$ cat config.mk
export PLATFORM = sky130hd
export DESIGN_NAME = timed_midi_frame_decoder_unit
export DESIGN_NICKNAME = d
export VERILOG_FILES = /design/src/rtl/core/tmfd_pkg.sv /design/src/rtl/core/tmfd_ram.sv /design/src/rtl/core/tmfd_front.sv /design/src/rtl/core/tmfd_queue.sv /design/src/rtl/core/tmfd_back.sv /design/src/rtl/core/timed_midi_frame_decoder_unit.sv
export SDC_FILE = /design/constraint.sdc
export NUM_CORES = 2
export LEC_CHECK = 0
export BUFFER_PORTS_ARGS = -buffer_cell sky130_fd_sc_hd__buf_2
export CORE_MARGIN = 2
export CORE_UTILIZATION = 30
export DETAILED_ROUTE_END_ITERATION = 16
export GPL_TIMING_DRIVEN = 0
export PLACE_DENSITY_LB_ADDON = 0.08
export SLEW_MARGIN = 20
export SYNTH_ARGS = -nofsm -noshare
export SYNTH_HDL_FRONTEND = slang
export SYNTH_SLANG_ARGS = --single-unit
$ cat constraint.sdc
create_clock -name clk_i -period 8.29 [get_ports clk_i]
set_clock_uncertainty 0.2 [all_clocks]
set_input_delay 1.2435 -clock clk_i [delete_from_list [all_inputs] [get_ports clk_i]]
set_output_delay 1.2435 -clock clk_i [all_outputs]
set_load 0.02 [all_outputs]
$ cat src/rtl/core/tmfd_pkg.sv
`default_nettype none

package tmfd_pkg;

  // Buffer geometry: one bank of message bytes per queue slot
  localparam int unsigned BufBytes = 64;
  localparam int unsigned BufAw    = $clog2(BufBytes);
  localparam int unsigned QDepth   = 2;
  localparam int unsigned RamDepth = QDepth * BufBytes;
  localparam int unsigned RamAw    = $clog2(RamDepth);

  // Time conversion in 64 us steps: seconds = quad / 15625 by reciprocal
  // multiply, nanoseconds = remainder * 64000
  localparam logic [13:0] QuadPerSec = 14'd15625;
  localparam logic [26:0] SecRecip   = 27'd70368745;  // ceil(2^40 / 15625)
  localparam int unsigned SecShift   = 40;
  localparam logic [15:0] NsPerQuad  = 16'd64000;
  localparam int unsigned SecsBits   = 13;
  localparam logic [13:0] BendCenter = 14'h2000;

  // Expected frame lengths
  localparam logic [7:0] MsgLenThree = 8'd3;
  localparam logic [7:0] MsgLenTwo   = 8'd2;

  // Status high nibbles
  localparam logic [3:0] StNoteOff   = 4'h8;
  localparam logic [3:0] StNoteOn    = 4'h9;
  localparam logic [3:0] StKeyPress  = 4'hA;
  localparam logic [3:0] StCtrl      = 4'hB;
  localparam logic [3:0] StProgram   = 4'hC;
  localparam logic [3:0] StChanPress = 4'hD;
  localparam logic [3:0] StPitchBend = 4'hE;
  localparam logic [3:0] StSysex     = 4'hF;

  typedef enum logic [3:0] {
    KindNoteOff   = 4'd0,
    KindNoteOn    = 4'd1,
    KindKeyPress  = 4'd2,
    KindCtrl      = 4'd3,
    KindProgram   = 4'd4,
    KindChanPress = 4'd5,
    KindPitchBend = 4'd6,
    KindSysex     = 4'd7,
    KindInvalid   = 4'd8
  } kind_e;

  // One completed frame as handed from front to back
  typedef struct packed {
    logic [7:0]  frame_len;
    logic [23:0] evt_time;
    logic [7:0]  status;
    logic [6:0]  b1;
    logic [6:0]  b2;
  } frame_t;

  // Queue status seen by both sides
  typedef struct packed {
    logic full;
    logic empty;
    logic wr_bank;
    logic rd_bank;
  } q_status_t;

  // Decoded message fields
  typedef struct packed {
    kind_e              kind;
    logic [6:0]         key;
    logic signed [13:0] value;
    logic               lerr;
    logic               sysex;
    logic [BufAw-1:0]   cnt;
  } dec_t;

  function automatic dec_t decode(frame_t f);
    dec_t       d;
    logic [3:0] hi;
    logic [8:0] cnt;
    d   = '0;
    hi  = f.status[7:4];
    cnt = {1'b0, f.frame_len} - 9'd1;
    d.kind = KindInvalid;
    unique case (hi) inside
      StNoteOff, StNoteOn, StKeyPress, StCtrl: begin
        // kind code follows the status nibble order
        d.kind  = kind_e'(hi - StNoteOff);
        d.key   = f.b1;
        d.value = {7'd0, f.b2};
        d.lerr  = (f.frame_len != MsgLenThree);
      end
      StProgram, StChanPress: begin
        d.kind  = kind_e'(hi - StNoteOff);
        d.value = {7'd0, f.b1};
        d.lerr  = (f.frame_len != MsgLenTwo);
      end
      StPitchBend: begin
        d.kind  = KindPitchBend;
        d.value = {f.b2, f.b1} - BendCenter;
        d.lerr  = (f.frame_len != MsgLenThree);
      end
      StSysex: begin
        d.kind  = KindSysex;
        d.sysex = 1'b1;
        d.lerr  = ({1'b0, f.frame_len} > 9'(BufBytes));
        if (cnt > 9'(BufBytes - 1)) begin
          cnt = 9'(BufBytes - 1);
        end
        d.cnt = cnt[BufAw-1:0];
      end
      default: begin
        d.kind = KindInvalid;
      end
    endcase
    return d;
  endfunction

endpackage

`default_nettype wire

$ cat src/rtl/core/tmfd_ram.sv
`default_nettype none

module tmfd_ram #(
  parameter int unsigned Width = 8,
  parameter int unsigned Depth = 128,
  localparam int unsigned Aw = $clog2(Depth)
) (
  input  wire logic             clk_i,
  input  wire logic             we_i,
  input  wire logic [Aw-1:0]    waddr_i,
  input  wire logic [Width-1:0] wdata_i,
  input  wire logic [Aw-1:0]    raddr_i,
  output logic      [Width-1:0] rdata_o
);

  logic [Width-1:0] mem_q [Depth];

  // Write port and registered read port
  always_ff @(posedge clk_i) begin
    if (we_i) begin
      mem_q[waddr_i] <= wdata_i;
    end
    rdata_o <= mem_q[raddr_i];
  end

endmodule

`default_nettype wire

$ cat src/rtl/core/tmfd_front.sv
`default_nettype none

module tmfd_front (
  input  wire logic                     clk_i,
  input  wire logic                     rst_ni,
  input  wire logic [7:0]               stream_byte_i,
  input  wire logic                     in_valid_i,
  output logic                          in_ready_o,
  input  wire tmfd_pkg::q_status_t      q_stat_i,
  output logic                          push_o,
  output tmfd_pkg::frame_t              push_frame_o,
  output logic                          ram_we_o,
  output logic [tmfd_pkg::RamAw-1:0]    ram_waddr_o,
  output logic [7:0]                    ram_wdata_o
);
  import tmfd_pkg::*;

  typedef enum logic [2:0] {
    PhLen,
    PhTime0,
    PhTime1,
    PhTime2,
    PhData
  } phase_e;

  phase_e      phase_q;
  logic [7:0]  len_q;
  logic [23:0] time_q;
  logic [7:0]  idx_q;
  logic [7:0]  status_q;
  logic [6:0]  b1_q;
  logic [6:0]  b2_q;

  logic       accept;
  logic [7:0] idx_next;
  logic       at_end;
  logic [7:0] status_w;
  logic [6:0] b1_w;
  logic [6:0] b2_w;

  // Hold message bytes back only when no bank is free for them
  assign in_ready_o = !((phase_q == PhData) && q_stat_i.full);
  assign accept     = in_valid_i && in_ready_o;
  assign idx_next   = idx_q + 8'd1;
  assign at_end     = (phase_q == PhData) && (idx_next == len_q);

  // Fold the current byte into the header fields
  always_comb begin
    status_w = (idx_q == 8'd0) ? stream_byte_i : status_q;
    b1_w     = (idx_q == 8'd1) ? stream_byte_i[6:0] : b1_q;
    b2_w     = (idx_q == 8'd2) ? stream_byte_i[6:0] : b2_q;
  end

  assign push_o       = accept && at_end;
  assign push_frame_o = '{frame_len: len_q, evt_time: time_q, status: status_w,
                          b1: b1_w, b2: b2_w};

  // Store message bytes that fit the bank; drop the rest
  assign ram_we_o    = accept && (phase_q == PhData) &&
                       ({1'b0, idx_q} < 9'(BufBytes));
  assign ram_waddr_o = {q_stat_i.wr_bank, idx_q[BufAw-1:0]};
  assign ram_wdata_o = stream_byte_i;

  // Walk the frame prefix and the message bytes
  always_ff @(posedge clk_i or negedge rst_ni) begin
    if (!rst_ni) begin
      phase_q  <= PhLen;
      len_q    <= '0;
      time_q   <= '0;
      idx_q    <= '0;
      status_q <= '0;
      b1_q     <= '0;
      b2_q     <= '0;
    end else if (accept) begin
      unique case (phase_q)
        PhLen: begin
          len_q   <= stream_byte_i;
          phase_q <= PhTime0;
        end
        PhTime0: begin
          time_q  <= {time_q[15:0], stream_byte_i};
          phase_q <= PhTime1;
        end
        PhTime1: begin
          time_q  <= {time_q[15:0], stream_byte_i};
          phase_q <= PhTime2;
        end
        PhTime2: begin
          time_q   <= {time_q[15:0], stream_byte_i};
          idx_q    <= '0;
          status_q <= '0;
          b1_q     <= '0;
          b2_q     <= '0;
          phase_q  <= (len_q == 8'd0) ? PhLen : PhData;
        end
        PhData: begin
          status_q <= status_w;
          b1_q     <= b1_w;
          b2_q     <= b2_w;
          if (at_end) begin
            idx_q   <= '0;
            phase_q <= PhLen;
          end else begin
            idx_q <= idx_next;
          end
        end
        default: begin
          phase_q <= PhLen;
        end
      endcase
    end
  end

endmodule

`default_nettype wire

$ cat src/rtl/core/tmfd_queue.sv
`default_nettype none

module tmfd_queue (
  input  wire logic                clk_i,
  input  wire logic                rst_ni,
  input  wire logic                push_i,
  input  wire tmfd_pkg::frame_t    push_frame_i,
  input  wire logic                pop_i,
  output tmfd_pkg::frame_t         head_o,
  output tmfd_pkg::q_status_t      stat_o
);
  import tmfd_pkg::*;

  localparam int unsigned CntW = $clog2(QDepth + 1);

  frame_t          slot_q [QDepth];
  logic            wr_ptr_q;
  logic            rd_ptr_q;
  logic [CntW-1:0] cnt_q;

  assign head_o         = slot_q[rd_ptr_q];
  assign stat_o.full    = (cnt_q == CntW'(QDepth));
  assign stat_o.empty   = (cnt_q == '0);
  assign stat_o.wr_bank = wr_ptr_q;
  assign stat_o.rd_bank = rd_ptr_q;

  // Store a pushed frame
  always_ff @(posedge clk_i) begin
    if (push_i) begin
      slot_q[wr_ptr_q] <= push_frame_i;
    end
  end

  // Advance pointers and fill count
  always_ff @(posedge clk_i or negedge rst_ni) begin
    if (!rst_ni) begin
      wr_ptr_q <= 1'b0;
      rd_ptr_q <= 1'b0;
      cnt_q    <= '0;
    end else begin
      if (push_i) begin
        wr_ptr_q <= ~wr_ptr_q;
      end
      if (pop_i) begin
        rd_ptr_q <= ~rd_ptr_q;
      end
      if (push_i && !pop_i) begin
        cnt_q <= cnt_q + CntW'(1);
      end else if (pop_i && !push_i) begin
        cnt_q <= cnt_q - CntW'(1);
      end
    end
  end

endmodule

`default_nettype wire

$ cat src/rtl/core/tmfd_back.sv
`default_nettype none

module tmfd_back (
  input  wire logic                     clk_i,
  input  wire logic                     rst_ni,
  input  wire tmfd_pkg::frame_t         head_i,
  input  wire tmfd_pkg::q_status_t      q_stat_i,
  output logic                          pop_o,
  output logic [tmfd_pkg::RamAw-1:0]    ram_raddr_o,
  input  wire logic [7:0]               ram_rdata_i,
  output logic                          out_valid_o,
  input  wire logic                     out_ready_i,
  output logic [3:0]                    event_kind_o,
  output logic [3:0]                    channel_o,
  output logic [6:0]                    key_or_param_o,
  output logic signed [13:0]            event_value_o,
  output logic [7:0]                    sysex_byte_o,
  output logic                          sysex_byte_valid_o,
  output logic                          length_error_o,
  output logic [12:0]                   time_seconds_o,
  output logic [29:0]                   time_nanoseconds_o,
  output logic                          last_o
);
  import tmfd_pkg::*;

  typedef enum logic [2:0] {
    BkIdle,
    BkRem,
    BkScale,
    BkRead,
    BkPut
  } back_state_e;

  back_state_e        state_q;
  logic [13:0]        rem_q;
  logic [12:0]        secs_q;
  logic [29:0]        ns_q;
  logic [BufAw-1:0]   idx_q;
  logic               out_valid_q;
  kind_e              kind_q;
  logic [3:0]         chan_q;
  logic [6:0]         key_q;
  logic signed [13:0] value_q;
  logic [7:0]         sx_q;
  logic               sxv_q;
  logic               lerr_q;
  logic               last_q;

  dec_t        dec;
  logic [25:0] quad;
  logic [52:0] quot_prod;
  logic [26:0] sec_quads;
  logic [26:0] rem_full;
  logic        out_free;
  logic        sx_run;
  logic        put_last;

  // Classify the head frame
  assign dec = decode(head_i);

  // Scheduled time in 64 us steps; seconds by reciprocal multiply
  assign quad      = {head_i.evt_time, 2'b00};
  assign quot_prod = {27'd0, quad} * {26'd0, SecRecip};
  assign sec_quads = {14'd0, secs_q} * {13'd0, QuadPerSec};
  assign rem_full  = {1'b0, quad} - sec_quads;

  assign out_free    = !out_valid_q || out_ready_i;
  assign sx_run      = dec.sysex && (dec.cnt != '0);
  assign put_last    = !sx_run || (idx_q == dec.cnt);
  assign pop_o       = (state_q == BkPut) && out_free && put_last;
  assign ram_raddr_o = {q_stat_i.rd_bank, idx_q};

  // Sequence time conversion and result emission
  always_ff @(posedge clk_i or negedge rst_ni) begin
    if (!rst_ni) begin
      state_q     <= BkIdle;
      rem_q       <= '0;
      secs_q      <= '0;
      ns_q        <= '0;
      idx_q       <= '0;
      out_valid_q <= 1'b0;
      kind_q      <= KindInvalid;
      chan_q      <= '0;
      key_q       <= '0;
      value_q     <= '0;
      sx_q        <= '0;
      sxv_q       <= 1'b0;
      lerr_q      <= 1'b0;
      last_q      <= 1'b0;
    end else begin
      if (out_valid_q && out_ready_i) begin
        out_valid_q <= 1'b0;
      end
      unique case (state_q)
        BkIdle: begin
          // hold the time fields until the waiting item leaves
          if (!q_stat_i.empty && out_free) begin
            secs_q  <= quot_prod[SecShift +: SecsBits];
            state_q <= BkRem;
          end
        end
        BkRem: begin
          rem_q   <= rem_full[13:0];
          state_q <= BkScale;
        end
        BkScale: begin
          ns_q    <= 30'(rem_q) * 30'(NsPerQuad);
          idx_q   <= BufAw'(1);
          state_q <= BkRead;
        end
        BkRead: begin
          state_q <= BkPut;
        end
        BkPut: begin
          if (out_free) begin
            out_valid_q <= 1'b1;
            kind_q      <= dec.kind;
            chan_q      <= head_i.status[3:0];
            key_q       <= dec.key;
            value_q     <= dec.value;
            sx_q        <= sx_run ? ram_rdata_i : 8'd0;
            sxv_q       <= sx_run;
            lerr_q      <= dec.lerr;
            last_q      <= put_last;
            if (put_last) begin
              state_q <= BkIdle;
            end else begin
              idx_q   <= idx_q + BufAw'(1);
              state_q <= BkRead;
            end
          end
        end
        default: begin
          state_q <= BkIdle;
        end
      endcase
    end
  end

  assign out_valid_o        = out_valid_q;
  assign event_kind_o       = kind_q;
  assign channel_o          = chan_q;
  assign key_or_param_o     = key_q;
  assign event_value_o      = value_q;
  assign sysex_byte_o       = sx_q;
  assign sysex_byte_valid_o = sxv_q;
  assign length_error_o     = lerr_q;
  assign time_seconds_o     = secs_q;
  assign time_nanoseconds_o = ns_q;
  assign last_o             = last_q;

endmodule

`default_nettype wire

$ cat src/rtl/core/timed_midi_frame_decoder_unit.sv
`default_nettype none

// Channel | Direction | Handshake             | Payload
// in      | input     | in_valid_i/in_ready_o | stream_byte_i
// out     | output    | out_valid_o/out_ready_i | event_kind_o .. last_o
//
// Every stream byte is accepted while the front parser has room.
// A queued frame starts once the result register is free: the seconds by
// reciprocal multiply, then the remainder, a scaling step, then a read and a
// put state per result; sysex runs drain the message bank at that pace.
// Two frames may wait in the queue; a third frame stalls at its first
// message byte until the back end releases a bank. Reset is async, active low,
// and leaves the block waiting for a length byte with no clearing pass.
module timed_midi_frame_decoder_unit (
  input  wire logic          clk_i,
  input  wire logic          rst_ni,
  input  wire logic [7:0]    stream_byte_i,
  input  wire logic          in_valid_i,
  output logic               in_ready_o,
  output logic               out_valid_o,
  input  wire logic          out_ready_i,
  output logic [3:0]         event_kind_o,
  output logic [3:0]         channel_o,
  output logic [6:0]         key_or_param_o,
  output logic signed [13:0] event_value_o,
  output logic [7:0]         sysex_byte_o,
  output logic               sysex_byte_valid_o,
  output logic               length_error_o,
  output logic [12:0]        time_seconds_o,
  output logic [29:0]        time_nanoseconds_o,
  output logic               last_o
);
  import tmfd_pkg::*;

  q_status_t        q_stat;
  logic             push;
  frame_t           push_frame;
  logic             pop;
  frame_t           head;
  logic             ram_we;
  logic [RamAw-1:0] ram_waddr;
  logic [7:0]       ram_wdata;
  logic [RamAw-1:0] ram_raddr;
  logic [7:0]       ram_rdata;

  tmfd_front u_front (
    .clk_i         (clk_i),
    .rst_ni        (rst_ni),
    .stream_byte_i (stream_byte_i),
    .in_valid_i    (in_valid_i),
    .in_ready_o    (in_ready_o),
    .q_stat_i      (q_stat),
    .push_o        (push),
    .push_frame_o  (push_frame),
    .ram_we_o      (ram_we),
    .ram_waddr_o   (ram_waddr),
    .ram_wdata_o   (ram_wdata)
  );

  tmfd_queue u_queue (
    .clk_i        (clk_i),
    .rst_ni       (rst_ni),
    .push_i       (push),
    .push_frame_i (push_frame),
    .pop_i        (pop),
    .head_o       (head),
    .stat_o       (q_stat)
  );

  tmfd_ram #(
    .Width (8),
    .Depth (RamDepth)
  ) u_ram (
    .clk_i   (clk_i),
    .we_i    (ram_we),
    .waddr_i (ram_waddr),
    .wdata_i (ram_wdata),
    .raddr_i (ram_raddr),
    .rdata_o (ram_rdata)
  );

  tmfd_back u_back (
    .clk_i              (clk_i),
    .rst_ni             (rst_ni),
    .head_i             (head),
    .q_stat_i           (q_stat),
    .pop_o              (pop),
    .ram_raddr_o        (ram_raddr),
    .ram_rdata_i        (ram_rdata),
    .out_valid_o        (out_valid_o),
    .out_ready_i        (out_ready_i),
    .event_kind_o       (event_kind_o),
    .channel_o          (channel_o),
    .key_or_param_o     (key_or_param_o),
    .event_value_o      (event_value_o),
    .sysex_byte_o       (sysex_byte_o),
    .sysex_byte_valid_o (sysex_byte_valid_o),
    .length_error_o     (length_error_o),
    .time_seconds_o     (time_seconds_o),
    .time_nanoseconds_o (time_nanoseconds_o),
    .last_o             (last_o)
  );

endmodule

`default_nettype wire
==> metrics.md <==
| Metric | Value |
|---|---|
| Slowest Stage Delay on Critical Path | 0.64 ns |
| Drt drc | 0 |
| Ys async rst share | 12.8% |
| Final wirelength | 185 mm |
| CP Capture Type | flip-flop |
| Cells after Synth | approximately 3,900 |
| IO Pins | 97 |
| Final cell count without fillers | 7,152 |
| Req. time, crit path | 8.76 ns |
| Post-synth EDFFs | 1,132 |
| RSZ-0062 raised after global routing | no |
| Layout Nets | 4,828 |
| Root Buffer | clkbuf_16 |
| Fraction of layout cells with a size suffix above 1 | 20.2% |
| Vias in the first global route | about 36,000 |
| Total track usage | 17.1% |
| CTS max path bufs | 3 |
| Post-synth top area cell | edfxtp_1 |
| Worst-margin pin slew | 1.19 ns |
| Fin crit period | roughly 8 ns |
| Detail Placement HPWL | about 130 mm |
| Largest net degree at the start of global routing | 105 |
| Gr ovfl total | 0 |
| Later-pin clock latency in the skew report | 0.80 ns |
| Status | completed |
| Hold/Removal Path Class | in -> async |
| Area contributors post-synth | edfxtp_1 (53%), mux4_2 (12%), fa_1 (8.6%) |
| Vias per cell | roughly 4.7 |
| Initial Util | 30.2% |
| Die Y | between 400 and 500 µm |
| Clock sinks | around 1,300 |
| Slowest-stage cell, CP | fa_2 |
| Core Area | ~210,000 µm² |
| CTS H-Tree Depth | 4 |
| Row cnt | roughly 170 |
| Final-report hold violation count | 0 |
| Antenna violations before repair | 9 |
| Clock Pin Slew Worst Setup and Hold Paths | ~0.06 ns |
| Number of buffers created by CTS | 151 |
| Cell variety after synth | just under 80 |
| DIE WIDTH | between 400 and 500 µm |
| Final antenna-violating net count | 0 |
| Cell area after layout | 74,400 µm² |
| Proportion of netlist area held by the largest area contributor | 52.8% |
| Layout overhead on the synthesized area | 15.6% |
| Sequential share of the synthesized area | 59.6% |
| YS warnings | 0 |
| 1st-iter DRT viols | 2,308 |
| Tcrit/Tclk final | 94.6% |
| Slew margin rel. | 20.9% |
| Cell Area, Synth | about 64,000 µm² |
| First-pass GRT wire length | 266 mm |
| Final setup viols | 0 |
| Critical path arrival | about 8.3 ns |
| Cell with the most instances after synthesis | edfxtp_1 |
| Cell mode on critical path | fa_1 |
| Fmax | roughly 130 MHz |
| Die ar. | 218,000 µm² |
| Syn Area/Cell | around 16 µm² |
| Top cells by count, synth | edfxtp_1 (1,132), inv_1 (462), ha_1 (340) |
| Crit path kind | reg -> reg |
| Startpoint Class | flip-flop |
| Dpl cells | a little under 7,000 |
| Synthesis-stage register bit count | about 1,300 |
| Dpl cell area | about 69,000 µm² |
| Ys flop type | edfxtp_1 |
| I/O Buffers | 87 |
| Fin. max-slew vios | 0 |
| First-pass DRT Iterations | 7 |
| Final Wtd Congestion | ~0.80 |
| CP Max Fanout | 20 |
| Final Hold Slack | 0.147 ns |
| CTS tree | built |
| Max Cap Viol | 0 |
| Avg WL per Cell | 25.8 µm |
| Routed vias | 33,900 |
[final timing paths]
check / to / cells after the start / start / slack (ns)
hold reg to reg: u_back.sysex_byte_o[2]$_DFFE_PN0P_ / 2 / u_ram.rdata_o[2]$_DFF_P_ / 0.24
max in group asynchronous: u_back.event_kind_o[3]$_DFFE_PN1P_ / 3 / rst_ni / 6.58
hold / removal: u_back.time_seconds_o[9]$_DFFE_PN0P_ / 1 / rst_ni / 0.15
min in group clk_i: u_back.sysex_byte_o[2]$_DFFE_PN0P_ / 2 / u_ram.rdata_o[2]$_DFF_P_ / 0.24
setup / recovery: u_back.time_seconds_o[8]$_DFFE_PN0P_ / 28 / u_queue.rd_ptr_q$_DFFE_PN0P_ / 0.45
setup reg to reg: u_back.time_seconds_o[8]$_DFFE_PN0P_ / 28 / u_queue.rd_ptr_q$_DFFE_PN0P_ / 0.45
[per-layer routing]
metal	vias up	global-route usage, %	share of wire [%]
li1	15100	-	-
met1	18100	23.9	46
met2	573	28.3	49
met3	187	2.37	3.4
met4	0	3.59	1.7
met5	-	0	0
[flip-flops by register name (all words and copies together), names as in the netlist, 4 cells and up]
register                   flops
u_front.b1_q                   7
u_front.b2_q                   7
u_back.event_value_o          14
u_front.idx_q                  8
u_back.time_seconds_o         13
u_front.len_q                  8
u_ram.mem_q                 1024
u_back.channel_o               4
u_back.event_kind_o            4
u_back.sysex_byte_o            8
u_back.idx_q                   6
u_ram.rdata_o                  8
u_back.key_or_param_o          7
u_queue.slot_q               108
u_front.time_q                24
u_back.rem_q                  14
u_back.time_nanoseconds_o     21
u_front.status_q               8
[timing repair]
action,CTS,global route
setup endpoints to repair,13,9
cloned,1,0
resized for setup,71,6
pin swaps,5,5
setup buffers,29,1
hold buffers,0,0
[layout by cell type (no fill, tap or decap), types with 10 or more instances in the layout]
cell / count
and3_1: 12
nand4_1: 16
xnor2_1: 48
clkinv_1: 23
a21oi_1: 54
mux2_2: 77
nand2_1: 211
edfxtp_1: 1132
clkbuf_2: 19
nor2b_1: 16
inv_1: 452
buf_2: 89
dfrtp_1: 166
mux2i_1: 33
clkbuf_16: 155
nor2_1: 172
buf_4: 47
fa_1: 274
mux4_2: 336
buf_16: 11
nor3_1: 13
mux2i_4: 10
buf_1: 18
bufinv_16: 10
clkbuf_1: 117
o21ai_0: 99
a21o_1: 36
o21a_1: 15
xor2_1: 32
ha_1: 338
clkinv_2: 25
nand3_1: 55
[critical path, delay by kind of cell, from the launching register on]
family                   cells  cell delay [ns]
adder cells (fa/ha/maj)      8             3.95
AO/OA/AOI/OAI                8             1.35
buffers and inverters        9             1.15
flip-flops                   1             0.37
multiplexers                 1             0.33
AND/OR/NAND/NOR              1             0.18
XOR/XNOR                     1             0.18
[logic make-up (layout without fill, tap and decap cells)]
| kind of cell | count (synthesis) | after routing | synth area share [%] |
|---|---|---|---|
| multiplexers | 461 | 461 | 13.9 |
| flip-flops | 1307 | 1307 | 59.6 |
| buffers and inverters | 607 | 1022 | 3.65 |
| AND/OR/NAND/NOR | 551 | 551 | 3.83 |
| other | 1 | 12 | 0.00583 |
| adder cells (fa/ha/maj) | 615 | 615 | 15.2 |
| AO/OA/AOI/OAI | 282 | 282 | 2.77 |
| XOR/XNOR | 81 | 81 | 1.12 |
[layout make-up]
type | instances | area [µm²]
Fill cell | 20500 | 138000
Sequential cell | 1307 | 38300
Multi-Input combinational cell | 1999 | 23900
Clock buffer | 205 | 4130
Tap cell | 2821 | 3530
Inverter | 464 | 1770
Timing Repair Buffer | 138 | 1150
Clock inverter | 75 | 830
Buffer | 140 | 688
Antenna cell | 3 | 7.51
[through the flow]
step	utilization (%)	worst slack [ns]	TNS, ns
finish	35.0	0.446	0
global route	35.0	0.0921	0
CTS	34.9	0.0846	0
detailed placement	32.4	-3.08	-35.23
global placement	32.1	-3.28	-142.42
floorplan	-	0.0380	0
Power is left out: the tool's default activity adds up to more than one toggle a clock period on the data nets, which glitch-free logic cannot reach.
